`config.mk`:
```
export PLATFORM = sky130hd
export DESIGN_NAME = char_lcd_4bit_bus_controller_top
export DESIGN_NICKNAME = d
export VERILOG_FILES = /design/src/clcd_pkg.sv /design/src/clcd_cfg.sv /design/src/clcd_seq.sv /design/src/char_lcd_4bit_bus_controller_top.sv
export SDC_FILE = /design/constraint.sdc
export NUM_CORES = 1
export LEC_CHECK = 0
export BUFFER_PORTS_ARGS = -buffer_cell sky130_fd_sc_hd__buf_2
export CAP_MARGIN = 20
export CORE_ASPECT_RATIO = 0.9
export CORE_UTILIZATION = 55
export DETAILED_ROUTE_END_ITERATION = 12
export PLACE_DENSITY_LB_ADDON = 0.05
export SYNTH_ARGS = -nofsm -noshare
export SYNTH_HDL_FRONTEND = slang
export SYNTH_SLANG_ARGS = --single-unit
```
`constraint.sdc`:
```
create_clock -name clk_i -period 7.05 [get_ports clk_i]
set_input_delay 0.3525 -clock clk_i [delete_from_list [all_inputs] [get_ports clk_i]]
set_output_delay 0.3525 -clock clk_i [all_outputs]
set_load 0.005 [all_outputs]
```
`src/clcd_pkg.sv`:
```
package clcd_pkg;

  // Default values for the top-level parameters.
  localparam int COUNT_WIDTH_DEF  = 16;
  localparam int LINE2_OFFSET_DEF = 64;

  // Pin and command constants of the display.
  localparam logic [3:0] BUS_IDLE      = 4'hF;
  localparam logic [3:0] BUS_READ      = 4'h0;
  localparam logic [3:0] INIT_NIB_8BIT = 4'h3;
  localparam logic [3:0] INIT_NIB_4BIT = 4'h2;
  localparam logic [7:0] CMD_FUNC_SET  = 8'h28;
  localparam logic [7:0] CMD_CLEAR     = 8'h01;
  localparam logic [7:0] CMD_CURSOR    = 8'h80;

  // Configuration reset values.
  localparam logic [15:0] ENABLE_PULSE_RST = 16'd1;
  localparam logic [15:0] BUSY_SETTLE_RST  = 16'd4;
  localparam logic [15:0] BOOTUP_RST       = 16'd16000;
  localparam logic [15:0] INIT_FIRST_RST   = 16'd5000;
  localparam logic [15:0] INIT_REPEAT_RST  = 16'd64;
  localparam logic [15:0] INIT_4BIT_RST    = 16'd64;
  localparam logic [7:0]  ENTRY_MODE_RST   = 8'd6;
  localparam logic [7:0]  DISPLAY_RST      = 8'd12;

  // Sequencer phases.
  typedef enum logic [3:0] {
    PH_IDLE,
    PH_BOOT,
    PH_IPULSE,
    PH_IWAIT,
    PH_RH1,
    PH_RL1,
    PH_RH2,
    PH_RL2,
    PH_SETTLE,
    PH_WH1,
    PH_WL1,
    PH_WH2
  } phase_e;

  // Request opcodes.
  typedef enum logic [2:0] {
    OP_CMD    = 3'd0,
    OP_DATA   = 3'd1,
    OP_CURSOR = 3'd2,
    OP_CLEAR  = 3'd3,
    OP_INIT   = 3'd4
  } opcode_e;

  // Configuration register indexes.
  typedef enum logic [2:0] {
    CFG_ENABLE_PULSE = 3'd0,
    CFG_BUSY_SETTLE  = 3'd1,
    CFG_BOOTUP       = 3'd2,
    CFG_INIT_FIRST   = 3'd3,
    CFG_INIT_REPEAT  = 3'd4,
    CFG_INIT_4BIT    = 3'd5,
    CFG_ENTRY_MODE   = 3'd6,
    CFG_DISPLAY      = 3'd7
  } cfg_idx_e;

  typedef struct packed {
    logic [15:0] enable_pulse_ticks;
    logic [15:0] busy_settle_ticks;
    logic [15:0] bootup_ticks;
    logic [15:0] init_first_ticks;
    logic [15:0] init_repeat_ticks;
    logic [15:0] init_4bit_ticks;
    logic [7:0]  entry_mode_cmd;
    logic [7:0]  display_cmd;
  } cfg_t;

  // One input word: a single tick of the sequencer.
  typedef struct packed {
    logic       req_valid;
    logic [2:0] opcode;
    logic [7:0] req_byte;
    logic [5:0] col;
    logic       row;
    logic [3:0] pins_in;
  } item_t;

  // One result word: pin levels during that tick.
  typedef struct packed {
    logic       pin_e;
    logic       pin_rs;
    logic       pin_rw;
    logic [3:0] bus_out;
    logic       bus_drive;
    logic       ready_res;
  } res_t;

endpackage

```
`src/clcd_cfg.sv`:
```
module clcd_cfg (
  input  logic              clk_i,
  input  logic              rst_ni,
  input  logic              cfg_valid_i,
  output logic              cfg_ready_o,
  input  logic [2:0]        cfg_index_i,
  input  logic [15:0]       cfg_data_i,
  output clcd_pkg::cfg_t    cfg_o
);

  clcd_pkg::cfg_t cfg_q;

  // Writes are always taken.
  assign cfg_ready_o = 1'b1;
  assign cfg_o       = cfg_q;

  // Register bank with its reset values.
  always_ff @(posedge clk_i or negedge rst_ni) begin
    if (!rst_ni) begin
      cfg_q.enable_pulse_ticks <= clcd_pkg::ENABLE_PULSE_RST;
      cfg_q.busy_settle_ticks  <= clcd_pkg::BUSY_SETTLE_RST;
      cfg_q.bootup_ticks       <= clcd_pkg::BOOTUP_RST;
      cfg_q.init_first_ticks   <= clcd_pkg::INIT_FIRST_RST;
      cfg_q.init_repeat_ticks  <= clcd_pkg::INIT_REPEAT_RST;
      cfg_q.init_4bit_ticks    <= clcd_pkg::INIT_4BIT_RST;
      cfg_q.entry_mode_cmd     <= clcd_pkg::ENTRY_MODE_RST;
      cfg_q.display_cmd        <= clcd_pkg::DISPLAY_RST;
    end else if (cfg_valid_i) begin
      case (cfg_index_i)
        clcd_pkg::CFG_ENABLE_PULSE: cfg_q.enable_pulse_ticks <= cfg_data_i;
        clcd_pkg::CFG_BUSY_SETTLE:  cfg_q.busy_settle_ticks  <= cfg_data_i;
        clcd_pkg::CFG_BOOTUP:       cfg_q.bootup_ticks       <= cfg_data_i;
        clcd_pkg::CFG_INIT_FIRST:   cfg_q.init_first_ticks   <= cfg_data_i;
        clcd_pkg::CFG_INIT_REPEAT:  cfg_q.init_repeat_ticks  <= cfg_data_i;
        clcd_pkg::CFG_INIT_4BIT:    cfg_q.init_4bit_ticks    <= cfg_data_i;
        clcd_pkg::CFG_ENTRY_MODE:   cfg_q.entry_mode_cmd     <= cfg_data_i[7:0];
        clcd_pkg::CFG_DISPLAY:      cfg_q.display_cmd        <= cfg_data_i[7:0];
        default: ;
      endcase
    end
  end

endmodule

```
`src/clcd_seq.sv`:
```
module clcd_seq #(
  parameter int CountWidth = clcd_pkg::COUNT_WIDTH_DEF,
  parameter int Line2Offset = clcd_pkg::LINE2_OFFSET_DEF
) (
  input  logic            clk_i,
  input  logic            rst_ni,
  input  logic            adv_i,
  input  clcd_pkg::item_t item_i,
  input  clcd_pkg::cfg_t  cfg_i,
  output clcd_pkg::res_t  res_o
);

  // Largest value the tick counter can hold.
  localparam logic [32:0] CntMax = (33'd1 << CountWidth) - 33'd1;

  typedef struct packed {
    clcd_pkg::phase_e ph;
    logic [2:0]       step;
    logic             load;
  } step_t;

  clcd_pkg::phase_e      phase_q, phase_d;
  logic [CountWidth-1:0] count_q, count_d;
  logic [7:0]            byte_q, byte_d;
  logic                  rs_q, rs_d;
  logic                  busy_q, busy_d;
  logic [2:0]            step_q, step_d;

  step_t       tgt, nxt, fin;
  logic        go;
  logic        skip;
  logic [15:0] len;
  logic [15:0] pulse;
  logic [7:0]  line_off;
  logic [7:0]  req_sel;
  logic [3:0]  nib;

  // Saturate a loaded length to the counter width.
  function automatic logic [CountWidth-1:0] clamp_len(input logic [15:0] v);
    logic [32:0] v33;
    v33 = {17'd0, v};
    if (v33 > CntMax) begin
      return CntMax[CountWidth-1:0];
    end
    return v33[CountWidth-1:0];
  endfunction

  // Phase that follows the end of the given one, with its init step update.
  function automatic step_t after_phase(input clcd_pkg::phase_e ph, input logic [2:0] step,
                                        input logic busy);
    step_t r;
    r.ph   = clcd_pkg::PH_IDLE;
    r.step = step;
    r.load = 1'b0;
    case (ph)
      clcd_pkg::PH_BOOT:   r.ph = clcd_pkg::PH_IPULSE;
      clcd_pkg::PH_IPULSE: r.ph = clcd_pkg::PH_IWAIT;
      clcd_pkg::PH_IWAIT: begin
        r.step = step + 3'd1;
        if (r.step < 3'd4) begin
          r.ph = clcd_pkg::PH_IPULSE;
        end else begin
          r.ph   = clcd_pkg::PH_RH1;
          r.load = 1'b1;
        end
      end
      clcd_pkg::PH_RH1:    r.ph = clcd_pkg::PH_RL1;
      clcd_pkg::PH_RL1:    r.ph = clcd_pkg::PH_RH2;
      clcd_pkg::PH_RH2:    r.ph = busy ? clcd_pkg::PH_RL2 : clcd_pkg::PH_SETTLE;
      clcd_pkg::PH_RL2:    r.ph = clcd_pkg::PH_RH1;
      clcd_pkg::PH_SETTLE: r.ph = clcd_pkg::PH_WH1;
      clcd_pkg::PH_WH1:    r.ph = clcd_pkg::PH_WL1;
      clcd_pkg::PH_WL1:    r.ph = clcd_pkg::PH_WH2;
      clcd_pkg::PH_WH2: begin
        if (step >= 3'd4 && step < 3'd7) begin
          r.step = step + 3'd1;
          r.ph   = clcd_pkg::PH_RH1;
          r.load = 1'b1;
        end else begin
          r.step = 3'd0;
          r.ph   = clcd_pkg::PH_IDLE;
        end
      end
      default: r.ph = clcd_pkg::PH_IDLE;
    endcase
    return r;
  endfunction

  // Command byte for each byte step of the init sequence.
  function automatic logic [7:0] init_cmd(input logic [2:0] step, input clcd_pkg::cfg_t cfg);
    case (step)
      3'd4:    return clcd_pkg::CMD_FUNC_SET;
      3'd5:    return clcd_pkg::CMD_CLEAR;
      3'd6:    return cfg.entry_mode_cmd;
      default: return cfg.display_cmd;
    endcase
  endfunction

  // A zero pulse width behaves as one tick.
  assign pulse = (cfg_i.enable_pulse_ticks == 16'd0) ? 16'd1 : cfg_i.enable_pulse_ticks;

  // Byte a request sends.
  assign line_off = item_i.row ? 8'(Line2Offset) : 8'd0;
  always_comb begin
    case (item_i.opcode)
      clcd_pkg::OP_CURSOR: req_sel = clcd_pkg::CMD_CURSOR + line_off + {2'b00, item_i.col};
      clcd_pkg::OP_CLEAR:  req_sel = clcd_pkg::CMD_CLEAR;
      default:             req_sel = item_i.req_byte;
    endcase
  end

  // First transition of this tick: a new request or the end of the current phase.
  always_comb begin
    tgt.ph   = phase_q;
    tgt.step = step_q;
    tgt.load = 1'b0;
    go       = 1'b0;
    if (adv_i) begin
      if (phase_q == clcd_pkg::PH_IDLE) begin
        if (item_i.req_valid && item_i.opcode <= clcd_pkg::OP_INIT) begin
          go       = 1'b1;
          tgt.step = 3'd0;
          tgt.ph   = (item_i.opcode == clcd_pkg::OP_INIT) ? clcd_pkg::PH_BOOT
                                                            : clcd_pkg::PH_RH1;
        end
      end else if (count_q <= CountWidth'(1)) begin
        go  = 1'b1;
        tgt = after_phase(phase_q, step_q, busy_q);
      end
    end
  end

  // Length of the phase entered; a wait of zero ticks is passed straight through.
  always_comb begin
    case (tgt.ph)
      clcd_pkg::PH_BOOT:   len = cfg_i.bootup_ticks;
      clcd_pkg::PH_SETTLE: len = cfg_i.busy_settle_ticks;
      clcd_pkg::PH_IWAIT: begin
        if (tgt.step == 3'd0) begin
          len = cfg_i.init_first_ticks;
        end else if (tgt.step < 3'd3) begin
          len = cfg_i.init_repeat_ticks;
        end else begin
          len = cfg_i.init_4bit_ticks;
        end
      end
      default: len = pulse;
    endcase
  end

  assign skip = (len == 16'd0);
  assign nxt  = after_phase(tgt.ph, tgt.step, busy_q);

  always_comb begin
    if (skip) begin
      fin      = nxt;
      fin.load = nxt.load | tgt.load;
    end else begin
      fin = tgt;
    end
  end

  // State update.
  always_comb begin
    phase_d = phase_q;
    count_d = count_q;
    step_d  = step_q;
    byte_d  = byte_q;
    rs_d    = rs_q;
    busy_d  = busy_q;
    if (adv_i && phase_q != clcd_pkg::PH_IDLE && count_q > CountWidth'(1)) begin
      count_d = count_q - CountWidth'(1);
    end
    if (adv_i && phase_q == clcd_pkg::PH_RH1 && go) begin
      busy_d = item_i.pins_in[3];
    end
    if (go) begin
      phase_d = fin.ph;
      step_d  = fin.step;
      if (fin.ph == clcd_pkg::PH_IDLE) begin
        count_d = '0;
      end else begin
        count_d = clamp_len(skip ? pulse : len);
      end
      if (phase_q == clcd_pkg::PH_IDLE) begin
        if (item_i.opcode != clcd_pkg::OP_INIT) begin
          byte_d = req_sel;
          rs_d   = (item_i.opcode == clcd_pkg::OP_DATA);
        end
      end
      if (fin.load) begin
        byte_d = init_cmd(fin.step, cfg_i);
        rs_d   = 1'b0;
      end
    end
  end

  always_ff @(posedge clk_i or negedge rst_ni) begin
    if (!rst_ni) begin
      phase_q <= clcd_pkg::PH_IDLE;
      count_q <= '0;
      step_q  <= 3'd0;
      byte_q  <= 8'd0;
      rs_q    <= 1'b0;
      busy_q  <= 1'b0;
    end else begin
      phase_q <= phase_d;
      count_q <= count_d;
      step_q  <= step_d;
      byte_q  <= byte_d;
      rs_q    <= rs_d;
      busy_q  <= busy_d;
    end
  end

  // Pin levels follow the state at the start of the tick.
  assign nib = (step_q < 3'd3) ? clcd_pkg::INIT_NIB_8BIT : clcd_pkg::INIT_NIB_4BIT;

  always_comb begin
    res_o.pin_e     = 1'b0;
    res_o.pin_rs    = 1'b0;
    res_o.pin_rw    = 1'b0;
    res_o.bus_out   = clcd_pkg::BUS_READ;
    res_o.bus_drive = 1'b1;
    res_o.ready_res = 1'b0;
    case (phase_q)
      clcd_pkg::PH_BOOT: res_o.bus_out = clcd_pkg::BUS_IDLE;
      clcd_pkg::PH_IPULSE: begin
        res_o.pin_e   = 1'b1;
        res_o.bus_out = nib;
      end
      clcd_pkg::PH_IWAIT: res_o.bus_out = nib;
      clcd_pkg::PH_RH1, clcd_pkg::PH_RH2: begin
        res_o.pin_e     = 1'b1;
        res_o.pin_rw    = 1'b1;
        res_o.bus_drive = 1'b0;
      end
      clcd_pkg::PH_RL1, clcd_pkg::PH_RL2, clcd_pkg::PH_SETTLE: begin
        res_o.pin_rw    = 1'b1;
        res_o.bus_drive = 1'b0;
      end
      clcd_pkg::PH_WH1: begin
        res_o.pin_e   = 1'b1;
        res_o.pin_rs  = rs_q;
        res_o.bus_out = byte_q[7:4];
      end
      clcd_pkg::PH_WL1: begin
        res_o.pin_rs  = rs_q;
        res_o.bus_out = byte_q[3:0];
      end
      clcd_pkg::PH_WH2: begin
        res_o.pin_e   = 1'b1;
        res_o.pin_rs  = rs_q;
        res_o.bus_out = byte_q[3:0];
      end
      default: begin
        res_o.pin_rs    = rs_q;
        res_o.bus_out   = clcd_pkg::BUS_IDLE;
        res_o.ready_res = 1'b1;
      end
    endcase
  end

endmodule

```
`src/char_lcd_4bit_bus_controller_top.sv`:
```
// Path: a word accepted into the input register moves on to the result register,
// which offers its result word; an output stall holds it in the input register.
// Throughput: one word per cycle while the output is not stalled; one tick per word.
// Reset: the sequencer is idle with the bus driven at 0xF, both pipeline
// registers are empty and all configuration registers hold their default values.
module char_lcd_4bit_bus_controller_top #(
  parameter int CountWidth = clcd_pkg::COUNT_WIDTH_DEF,
  parameter int Line2Offset = clcd_pkg::LINE2_OFFSET_DEF
) (
  input  logic        clk_i,
  input  logic        rst_ni,
  // Input channel
  input  logic        in_valid_i,
  output logic        in_stall_o,
  input  logic        req_valid_i,
  input  logic [2:0]  opcode_i,
  input  logic [7:0]  req_byte_i,
  input  logic [5:0]  col_i,
  input  logic        row_i,
  input  logic [3:0]  pins_in_i,
  // Output channel
  output logic        out_valid_o,
  input  logic        out_stall_i,
  output logic        pin_e_o,
  output logic        pin_rs_o,
  output logic        pin_rw_o,
  output logic [3:0]  bus_out_o,
  output logic        bus_drive_o,
  output logic        ready_res_o,
  // Configuration write channel
  input  logic        cfg_valid_i,
  output logic        cfg_ready_o,
  input  logic [2:0]  cfg_index_i,
  input  logic [15:0] cfg_data_i
);

  clcd_pkg::cfg_t  cfg;
  clcd_pkg::item_t in_q;
  clcd_pkg::res_t  res_d, res_q;
  logic            in_vld_q, res_vld_q;
  logic            res_free, adv, in_acc;

  clcd_cfg u_cfg (
    .clk_i       (clk_i),
    .rst_ni      (rst_ni),
    .cfg_valid_i (cfg_valid_i),
    .cfg_ready_o (cfg_ready_o),
    .cfg_index_i (cfg_index_i),
    .cfg_data_i  (cfg_data_i),
    .cfg_o       (cfg)
  );

  // Pipeline control: the input register moves on when the result register is free.
  assign res_free   = !res_vld_q || !out_stall_i;
  assign adv        = in_vld_q && res_free;
  assign in_stall_o = in_vld_q && !res_free;
  assign in_acc     = in_valid_i && !in_stall_o;

  // Input register.
  always_ff @(posedge clk_i or negedge rst_ni) begin
    if (!rst_ni) begin
      in_vld_q <= 1'b0;
    end else if (in_acc) begin
      in_vld_q <= 1'b1;
    end else if (adv) begin
      in_vld_q <= 1'b0;
    end
  end

  always_ff @(posedge clk_i) begin
    if (in_acc) begin
      in_q.req_valid <= req_valid_i;
      in_q.opcode    <= opcode_i;
      in_q.req_byte  <= req_byte_i;
      in_q.col       <= col_i;
      in_q.row       <= row_i;
      in_q.pins_in   <= pins_in_i;
    end
  end

  clcd_seq #(
    .CountWidth  (CountWidth),
    .Line2Offset (Line2Offset)
  ) u_seq (
    .clk_i  (clk_i),
    .rst_ni (rst_ni),
    .adv_i  (adv),
    .item_i (in_q),
    .cfg_i  (cfg),
    .res_o  (res_d)
  );

  // Result register.
  always_ff @(posedge clk_i or negedge rst_ni) begin
    if (!rst_ni) begin
      res_vld_q <= 1'b0;
    end else if (adv) begin
      res_vld_q <= 1'b1;
    end else if (!out_stall_i) begin
      res_vld_q <= 1'b0;
    end
  end

  always_ff @(posedge clk_i) begin
    if (adv) begin
      res_q <= res_d;
    end
  end

  assign out_valid_o = res_vld_q;
  assign pin_e_o     = res_q.pin_e;
  assign pin_rs_o    = res_q.pin_rs;
  assign pin_rw_o    = res_q.pin_rw;
  assign bus_out_o   = res_q.bus_out;
  assign bus_drive_o = res_q.bus_drive;
  assign ready_res_o = res_q.ready_res;

endmodule
```
==> results of run 1 <==
## routing by layer
metal,track usage,vias up
met5,0,-
li1,-,3275
met3,0.04943,31
met2,0.4381,252
met4,0.08889,0
met1,0.4077,3624
## flip-flops by register name, summed over array words and instances, names as in the netlist
name	cells
u_seq.rs_q	1
pin_e_o	1
pin_rs_o	1
ready_res_o	1
u_seq.step_q	3
bus_out_o	4
u_seq.busy_q	1
u_seq.count_q	16
u_seq.byte_q	8
bus_drive_o	1
in_q	20
in_vld_q	1
out_valid_o	1
u_seq.phase_q	4
pin_rw_o	1
u_cfg.cfg_o	112
## timing repair
action | CTS | global route
hold endpoints to repair | 53 | 0
hold buffers | 1 | 0
endpoints found under the setup margin | 0 | 0
resized for setup | 0 | 0
## path summary, 6_finish.rpt
kind / start / to / slack [ns] / cells after the start
worst min-delay path: req_byte_i[3] / in_q[14]$_DFFE_PP_ / 0.08 / 1
min in group asynchronous: rst_ni / in_vld_q$_DFFE_PN0P_ / 0.45 / 2
max in group asynchronous: rst_ni / u_cfg.cfg_o[3]$_DFFE_PN1P_ / 5.34 / 4
worst max-delay path: u_seq.count_q[7]$_DFFE_PN0P_ / u_seq.byte_q[3]$_DFFE_PN0P_ / 0.92 / 17
worst max register to register: u_seq.count_q[7]$_DFFE_PN0P_ / u_seq.byte_q[3]$_DFFE_PN0P_ / 0.92 / 17
worst min register to register: in_vld_q$_DFFE_PN0P_ / out_valid_o$_DFFE_PN0P_ / 0.49 / 1
## synth_stat cells, drive strengths merged, types with 7 or more instances
cell | count | area share
nand3b | 17 | 0.015
o32ai | 8 | 0.0075
a21oi | 32 | 0.017
inv | 27 | 0.011
nand2b | 7 | 0.0047
mux2i | 18 | 0.019
a21boi | 8 | 0.0064
nor3 | 17 | 0.010
edfxtp | 29 | 0.093
dfrtp | 128 | 0.34
nor2 | 24 | 0.0096
and2 | 8 | 0.0053
nor4 | 12 | 0.011
dfstp | 19 | 0.053
mux2 | 113 | 0.14
nand2 | 81 | 0.032
nand3 | 11 | 0.0059
o311ai | 10 | 0.010
buf | 25 | 0.016
a221oi | 16 | 0.015
a22oi | 8 | 0.0064
clkbuf | 30 | 0.012
o21ai | 68 | 0.041
nor3b | 12 | 0.010
ha | 9 | 0.012
a2bb2oi | 15 | 0.014
nand4 | 8 | 0.0053
## area by class of cell
| type | count | area [um2] | share of cell area |
|---|---|---|---|
| sequential | 176 | 4573 | 0.4388 |
| multi-input combinational | 590 | 4452 | 0.4271 |
| timing repair buffer | 75 | 464.2 | 0.04454 |
| clock buffer | 20 | 446.7 | 0.04286 |
| tap | 207 | 259.0 | 0.02485 |
| clock inverter | 12 | 126.4 | 0.01212 |
| inverter | 27 | 101.3 | 0.009724 |
## cells by family after synthesis
group / share of synthesized area
compound gates: 0.1737
xor+xnor: 0.001873
fa+ha+maj: 0.01204
buf+inv: 0.03891
flops: 0.4888
mux: 0.1553
other cells: 0.0004008
simple gates: 0.1290
## power by group
part | total, mW | internal, mW | switching (mW)
clock | 0.930 | 0.505 | 0.425
combinational | 0.838 | 0.383 | 0.455
sequential | 1.48 | 1.29 | 0.183
## layout by cell type (no fill, tap or decap), drive strengths merged, types with 10 or more instances in the layout
cell | Yosys | final
dfrtp | 128 | 128
mux2i | 18 | 18
buf | 25 | 73
nand2 | 81 | 81
a221oi | 16 | 16
a2bb2oi | 15 | 15
dfstp | 19 | 19
o21ai | 68 | 68
nor3 | 17 | 17
a21oi | 32 | 32
inv | 27 | 32
o311ai | 10 | 10
nand3 | 11 | 11
nor3b | 12 | 12
edfxtp | 29 | 29
nand3b | 17 | 17
clkbuf | 30 | 21
nor2 | 24 | 24
mux2 | 113 | 113
nor4 | 12 | 12
## metrics by stage
step                hold WS [ns]  power [mW]  instance area [um2]  instances
floorplan                0.05691       2.063                 9356        848
global placement          0.3537       2.267                 9789       1071
detailed placement        0.3572       2.313                 9789       1071
CTS                      0.07538       3.241                10370       1104
global route             0.06925       3.408                10420       1107
finish                   0.08406       3.244                10420       1107
==> flow_summary.ini, run 1 <==
[run_status]
run_status = completed

[timing]
max_slew_margin = 0.2506
total_setup_violations_reported_at_the_end_of_the_flow = 0
setup_repair_after_global_routing_missed_its_margin = false
slew_violations = 0
final-hold-violation-count = 0
final_critical_path_setup_slack_ns = 0.9221
fin_crit_ns = 6.128
slew_worst_pin_ns = 1.123
period_share = 0.8692
totalNegativeSetupSlack_ns = 0
max_clock_freq_mhz = 163.2
fin_skew_ns = 0.01156

[global_route]
grt.overflow.total = 0
grt_pass1_wl_mm = 38.58
grt.total_usage = 0.2834
antenna_found_initial = 0
pin_count_of_the_biggest_net_entering_global_routing = 88
vias_in_the_first_global_route = 7200

[die]
dieHeight_um = 125.7
die-area_um2 = 17540
die_x_um = 139.5
core_region_area_um2 = 16410
start_util = 0.5703
pin_count = 59
placementRows = 44

[setup_path]
cp_max_fo = 32
setup_crit_path_kind = flip-flop to flip-flop
worst-endpoint-required_ns = 7.35
worstSetupEndpointType = flip-flop
worstPathCellList = nor4_2 > o2111ai_1 > nor2_1 > nand2_1 > o21ai_0 > inv_1 > ha_1 > inv_1 > a221oi_1 > o32a_1 > or4_1 > nor4_2 > buf_4 > and2_1 > o21ai_1 > a211oi_1 > a21oi_1
cp_slowest_stage_delay_ns = 0.70
critical-path-slowest-cell = inv_1
cell_class_contributing_the_biggest_share_of_worst_path_delay = compound AO/OA/AOI/OAI gates
crit_path_start_kind = flip-flop
worstPathArrival_ns = 6.43
critical_path_buf_inv_count = 3

[routing]
met3_wirelength_mm = 1.404
wl_met2_mm = 11.04
drt_wl_total_mm = 23.60
drtAntennaViolNets = 0
post_drt_via_cell_ratio = 6.488
detailedRoute.firstIterationViolations = 514
routed_wire_length_per_instance_um = 21.32
routed-via-count = 7182
drt_pre_antenna_iters = 5
detail_route.drc_violations = 0
routed.top_layer = met4
detail_route.wirelength.met1_mm = 10.79

[yosys]
synth_cells = 848
async_flop_share = 0.8352
synth-seq-area-share = 0.4888
yosys_warning_total = 0
synth.cell_area_um2 = 9356
mappedNetlistNets = 904
dominantRegCellSynth = dfrtp_1
synth_edf_count = 29
yosys_register_bits = 176
synth_area_per_cell_um2 = 11.03
post_synth_num_cell_types = 79

[placed_design]
finalWeightedCongestion = 0.8982
detailedPlacementHpwl_mm = 16.21
port_buffers = 54
place_ws_ns = 1.023

[power_and_ir_drop]
power_density_nw_per_um2 = 311.2
power.ir.vdd_worst_mv = 0.2046
power_leakage_nw = 4.298

[clocking]
clkSlewWorstSetupHoldPaths_ns = 0.07
clk_path_buf_depth = 2
numClockSinks = 176
cts_buffers = 17
postCtsSetupBuffers = 0
cts_max_level = 4
cts_tree = yes
clock_latency_ns = 0.44
ctsRootBufferMaster = clkbuf_16

[final_layout]
antenna-diode-count = 0
area_growth_pct = 11.39
layout.core_utilization = 0.6353
filler_cells = 1311
net_count_of_the_finished_layout = 943
post_route_cells_drive_above_1_share = 0.3000

[hold_path]
min_path_type = input pin to flip-flop

[flow_run]
maxCapViolations = 0
(Power assumes the default switching activity.)
==> inputs of run 2 (changes only) <==
--- a/config.mk
+++ b/config.mk
@@ -8,6 +8,8 @@
 export BUFFER_PORTS_ARGS = -buffer_cell sky130_fd_sc_hd__buf_2
 export CAP_MARGIN = 20
+export CELL_PAD_IN_SITES_DETAIL_PLACEMENT = 0
+export CELL_PAD_IN_SITES_GLOBAL_PLACEMENT = 2
 export CORE_ASPECT_RATIO = 0.9
-export CORE_UTILIZATION = 55
+export CORE_UTILIZATION = 41
 export DETAILED_ROUTE_END_ITERATION = 12
 export PLACE_DENSITY_LB_ADDON = 0.05
==> constraint.sdc (replaced) <==
create_clock -name clk_i -period 7.05 [get_ports clk_i]
set_input_delay 1.41 -clock clk_i [delete_from_list [all_inputs] [get_ports clk_i]]
set_output_delay 1.41 -clock clk_i [all_outputs]
set_load 0.005 [all_outputs]
==> run 2 against run 1 <==
- routed wire length is 10% higher
- count of clock-buffer cells in the layout is 2 lower
- die area is 34% higher
- non-clock buffer count is 14 higher
- total power is 0.73% higher
- register-to-register slack better by 0.26 ns
==> flow_summary.ini, run 2 (synthesis results as in run 1) <==
[run_status]
run_status = completed

[routing]
drt_pre_antenna_iters = 5
routed_wire_length_per_instance_um = 21.50
drtAntennaViolNets = 0
drt_wl_total_mm = 26.03
routed-via-count = 7154
post_drt_via_cell_ratio = 5.908
detail_route.drc_violations = 0
detailedRoute.firstIterationViolations = 510

[placed_design]
placed_cells_incl_taps = 1179
placed_cell_area_um2 = 10080
finalWeightedCongestion = 0.8183
detailedPlacementHpwl_mm = 18.34
port_buffers = 54

[power_and_ir_drop]
power_density_nw_per_um2 = 306.6
power.ir.vdd_worst_mv = 0.1738
power_leakage_nw = 4.371
finalPower_mw = 3.267

[final_layout]
layout.cells.non_filler = 1211
antenna-diode-count = 0
layout.core_utilization = 0.4747
final_common_cell = dfrtp_1
post_route_cells_drive_above_1_share = 0.3129
most-common-layout-cells = 128 x dfrtp_1, 113 x mux2_2, 81 x nand2_1
net_count_of_the_finished_layout = 957
largest_register_ffs = 112
finish.instance_area_um2 = 10660
area_growth_pct = 13.88

[timing]
slew_violations = 0
max_slew_margin = 0.2768
fin_crit_ns = 6.010
fin_skew_ns = 0.01422
totalNegativeSetupSlack_ns = 0
max_clock_freq_mhz = 166.4
setup_repair_after_global_routing_missed_its_margin = false
total_setup_violations_reported_at_the_end_of_the_flow = 0
period_share = 0.8525
slew_worst_pin_ns = 1.083
final-hold-violation-count = 0

[global_route]
grt.total_usage = 0.2297
grt.overflow.total = 0
antenna_found_initial = 0
vias_in_the_first_global_route = 7435
pin_count_of_the_biggest_net_entering_global_routing = 92
grt_pass1_wl_mm = 41.20

[die]
placementRows = 52
die-area_um2 = 23430
pin_count = 59
dieHeight_um = 145.3
die_x_um = 161.2
core_region_area_um2 = 22450
start_util = 0.4168

[setup_path]
worstRegToRegCells = 22
cp-startpoint = out_stall_i
worstPathArrival_ns = 6.37
endpoint = u_seq.byte_q[6]$_DFFE_PN0P_
critical_path_buf_inv_count = 3
setup_crit_path_kind = input pin to flip-flop
worst_reg2reg_setup_slack_ns = 1.18
cp_max_fo = 18
worst-endpoint-required_ns = 7.41
cp_num_cells = 16
worst_r2r_endpoint = u_seq.byte_q[6]$_DFFE_PN0P_
worstSetupEndpointType = flip-flop
worstPathCellList = buf_2 > a21bo_2 > or3_1 > nor3_2 > mux2i_1 > nand3b_4 > a2bb2oi_1 > o32ai_1 > nand4_1 > buf_4 > nor4_4 > a32oi_1 > nor2_1 > buf_4 > o31ai_1 > a31oi_1
cp_slowest_stage_delay_ns = 0.87
crit_path_start_kind = input pin
critical-path-slowest-cell = mux2i_1
cell_class_contributing_the_biggest_share_of_worst_path_delay = simple AND/OR/NAND/NOR gates
rr_startpoint = u_seq.phase_q[2]$_DFFE_PN0P_
critical_path.most_common_cell = buf_4

[flow_run]
maxCapViolations = 0

[clocking]
cts_max_level = 4
postCtsSetupBuffers = 0
ctsResizeCount = 0
cts_tree = yes
cts-hold-fix-buffers = 0
cts_buffers = 17
ctsRootBufferMaster = clkbuf_16
clk_path_buf_depth = 2
clkSlewWorstSetupHoldPaths_ns = 0.07
clock_latency_ns = 0.44
numClockSinks = 176

[hold_path]
min_path_type = flip-flop to flip-flop
worst_hold_stages = 1
run 2: cell types whose count changed in the layout (fill, tap and decap cells not counted), moves of 2 or more:
cell / previous run / this run
buf_4: 17 / 32
inv_8: 1 / 4
nor3b_2: 3 / 1
nor3b_4: 0 / 2
clkinv_2: 2 / 0
run 2: final cells by class:
type                            instances  area, um2
Clock buffer                           18      429.2
Tap cell                              297      371.6
Clock inverter                         14      142.6
Sequential cell                       176       4573
Timing Repair Buffer                   89      566.8
Fill cell                            2099      11790
Multi-Input combinational cell        590       4471
Inverter                               27      101.3
run 2: layer usage:
| layer | track usage | vias to the layer above | part of all wire | wire length, um |
|---|---|---|---|---|
| li1 | - | 3310 | - | - |
| met1 | 0.3172 | 3642 | 0.47 | 12140 |
| met2 | 0.3741 | 178 | 0.48 | 12520 |
| met3 | 0.03745 | 24 | 0.041 | 1079 |
| met4 | 0.06085 | 0 | 0.011 | 293 |
| met5 | 0 | - | 0 | 0 |
run 2: metrics by stage:
| stage | hold slack, ns | setup WS (ns) |
|---|---|---|
| final | 0.4742 | 1.040 |
| after global routing | 0.4961 | 0.7661 |
| after CTS | 0.4744 | 1.063 |
| after detailed placement | 0.4577 | 0.6134 |
| after global placement | 0.4555 | 0.6571 |
| after floorplan | 0.4407 | 1.449 |
run 2: worst min path at each step:
stage,start,end,slack (ns)
after floorplan,in_vld_q$_DFFE_PN0P_,out_valid_o$_DFFE_PN0P_,0.44
after global placement,in_vld_q$_DFFE_PN0P_,out_valid_o$_DFFE_PN0P_,0.46
after detailed placement,in_vld_q$_DFFE_PN0P_,out_valid_o$_DFFE_PN0P_,0.46
after CTS,in_vld_q$_DFFE_PN0P_,out_valid_o$_DFFE_PN0P_,0.47
after global routing,in_vld_q$_DFFE_PN0P_,out_valid_o$_DFFE_PN0P_,0.50
final,in_vld_q$_DFFE_PN0P_,out_valid_o$_DFFE_PN0P_,0.47
run 2: power breakdown:
group,total [mW],internal (mW),switching (mW)
Sequential,1.48,1.29,0.185
Combinational,0.869,0.400,0.469
Clock,0.922,0.471,0.451
Total,3.27,2.16,1.10
==> inputs of run 3 (changes only) <==
GPL_TIMING_DRIVEN = 0   (was not set)
SYNTH_HIERARCHICAL = 1   (was not set)
==> run 3 against run 2 <==
- largest cell class unchanged
- sequential power about the same
- register-to-register slack lost 0.09 ns
- final cell count is 0.17% higher
- area after synthesis fell by 0.47%
- via count is 1.2% higher
- sequential cell count stayed put
- clock skew grew 0.0012 ns
- cell area shrank 0.15%
- global-route usage rose by 1.1 points
- count of clock-buffer cells in the layout unchanged
- die area fell by 0.46%
- clock power rose by 2.5%
==> flow_summary.ini, run 3 <==
[clocking]
cts-hold-fix-buffers = 0
ctsRootBufferMaster = clkbuf_16
clock_latency_ns = 0.44
cts_buffers = 17
numClockSinks = 176
clkSlewWorstSetupHoldPaths_ns = 0.07
clk_path_buf_depth = 2
cts_tree = yes
cts_max_level = 4

[final_layout]
finish.instance_area_um2 = 10640
most-common-layout-cells = 128 x dfrtp_1, 103 x mux2_2, 65 x buf_2
filler_cells = 2051
area_growth_pct = 14.24
antenna-diode-count = 0
post_route_cells_drive_above_1_share = 0.2928
net_count_of_the_finished_layout = 962
final_common_cell = dfrtp_1
layout.core_utilization = 0.4847
largest_register_ffs = 112

[flow_run]
maxCapViolations = 0

[power_and_ir_drop]
power_density_nw_per_um2 = 340.6
power_leakage_nw = 4.311
finalPower_mw = 3.624
power.ir.vdd_worst_mv = 0.1474

[routing]
drtAntennaViolNets = 0
drt_pre_antenna_iters = 7
drt_wl_total_mm = 26.84
routed_wire_length_per_instance_um = 22.13
detailedRoute.firstIterationViolations = 613
routed-via-count = 7239
detail_route.drc_violations = 0
post_drt_via_cell_ratio = 5.968

[setup_path]
worstPathArrival_ns = 6.98
worst_r2r_endpoint = u_seq/byte_q[6]$_DFFE_PN0P_
setup_crit_path_kind = input pin to flip-flop
rr_startpoint = out_valid_o$_DFFE_PN0P_
cp_max_fo = 10
worst_reg2reg_setup_slack_ns = 1.09
worst-endpoint-required_ns = 7.42
worstRegToRegCells = 21
crit_path_start_kind = input pin
worstSetupEndpointType = flip-flop

[die]
die_x_um = 160.9
start_util = 0.4242
core_region_area_um2 = 21950
placementRows = 51
pin_count = 59
dieHeight_um = 145.0
die-area_um2 = 23320

[global_route]
grt.overflow.total = 0
pin_count_of_the_biggest_net_entering_global_routing = 90
antenna_found_initial = 0
vias_in_the_first_global_route = 7223
grt.total_usage = 0.2410
grt_pass1_wl_mm = 43.10

[timing]
period_share = 0.9372
fin_crit_ns = 6.607
setup_repair_after_global_routing_missed_its_margin = false
totalNegativeSetupSlack_ns = 0
max_clock_freq_mhz = 151.3
slew_worst_pin_ns = 1.050
max_slew_margin = 0.2938
slew_violations = 0
final-hold-violation-count = 0
fin_skew_ns = 0.01544
total_setup_violations_reported_at_the_end_of_the_flow = 0

[yosys]
synth_area_per_cell_um2 = 11.14
synth_cells = 836
mappedNetlistNets = 889
yosys_warning_total = 6
synth.cell_area_um2 = 9313

[hold_path]
min_path_type = flip-flop to flip-flop
timing.hold.worst_endpoint = u_seq/rs_q$_DFFE_PN0P_
start_point_of_the_worst_hold_path = u_seq/rs_q$_DFFE_PN0P_
worst_hold_stages = 2

[placed_design]
port_buffers = 50
placed_cell_area_um2 = 9966
finalWeightedCongestion = 0.8919
detailedPlacementHpwl_mm = 20.21

[run_status]
run_status = completed
## run 3: worst max path at each step
stage | from | depth (start not counted) | slack [ns] | to
2_1_floorplan | out_stall_i | 18 | 0.68 | u_seq/byte_q[7]$_DFFE_PN0P_
3_3_place_gp | out_stall_i | 20 | -1.60 | u_seq/byte_q[7]$_DFFE_PN0P_
3_5_place_dp | out_stall_i | 21 | -1.26 | u_seq/byte_q[7]$_DFFE_PN0P_
4_1_cts | out_stall_i | 21 | 0.03 | u_seq/byte_q[3]$_DFFE_PN0P_
5_1_grt | out_stall_i | 22 | 0.10 | u_seq/byte_q[6]$_DFFE_PN0P_
6_report | out_stall_i | 22 | 0.44 | u_seq/byte_q[6]$_DFFE_PN0P_
## run 3: routing by layer
layer	vias up	wire [um]	global-route usage	share of wire
met5	-	0	0	0
met4	0	322	0.05330	0.012
met3	24	1344	0.04031	0.050
met2	210	12110	0.3621	0.45
met1	3676	13060	0.3615	0.49
li1	3329	-	-	-
## run 3: where the power goes
group | switching (mW) | internal [mW]
combinational | 0.705 | 0.475
clock | 0.465 | 0.480
sequential | 0.192 | 1.31
## run 3: critical path: stages
cell      delay [ns]
buf_2           0.12
a21boi_2        0.24
buf_2           0.24
buf_2           0.23
nand4b_1        0.12
buf_4           0.18
nor4_4          0.34
nand3_1         0.15
o31a_1          0.36
ha_1            0.32
inv_1           0.14
clkbuf_2        0.27
clkbuf_2        0.31
nand3_1         0.17
o22ai_1         0.18
o211ai_1        0.23
o21ai_0         0.28
nand4_1         0.39
o31ai_4         0.43
nand2_1         0.20
or4b_1          0.54
nand3_1         0.09
## run 3: through the flow
step | hold WS, ns | worst slack, ns | std cells
detailed placement | 0.4715 | -1.263 | 1179
CTS | 0.4920 | 0.02630 | 1212
finish | 0.4835 | 0.4426 | 1213
global route | 0.5058 | 0.1034 | 1213
floorplan | 0.4435 | 0.6788 | 836
global placement | 0.4700 | -1.601 | 1177
## run 3: cell type report
cell class | instances | area, um2 | area share
Inverter | 29 | 108.9 | 0.01023
Clock buffer | 18 | 429.2 | 0.04034
Timing Repair Buffer | 54 | 316.6 | 0.02975
Tap cell | 291 | 364.1 | 0.03422
Multi-Input combinational cell | 581 | 4407 | 0.4142
Clock inverter | 14 | 167.7 | 0.01576
Sequential cell | 176 | 4573 | 0.4298
Buffer | 50 | 272.8 | 0.02564
## run 3: what timing repair did
action | in CTS | in global routing
setup buffers | 1 | 1
setup endpoints to repair | 28 | 28
gates resized for setup | 5 | 7
pin swaps | 1 | 0
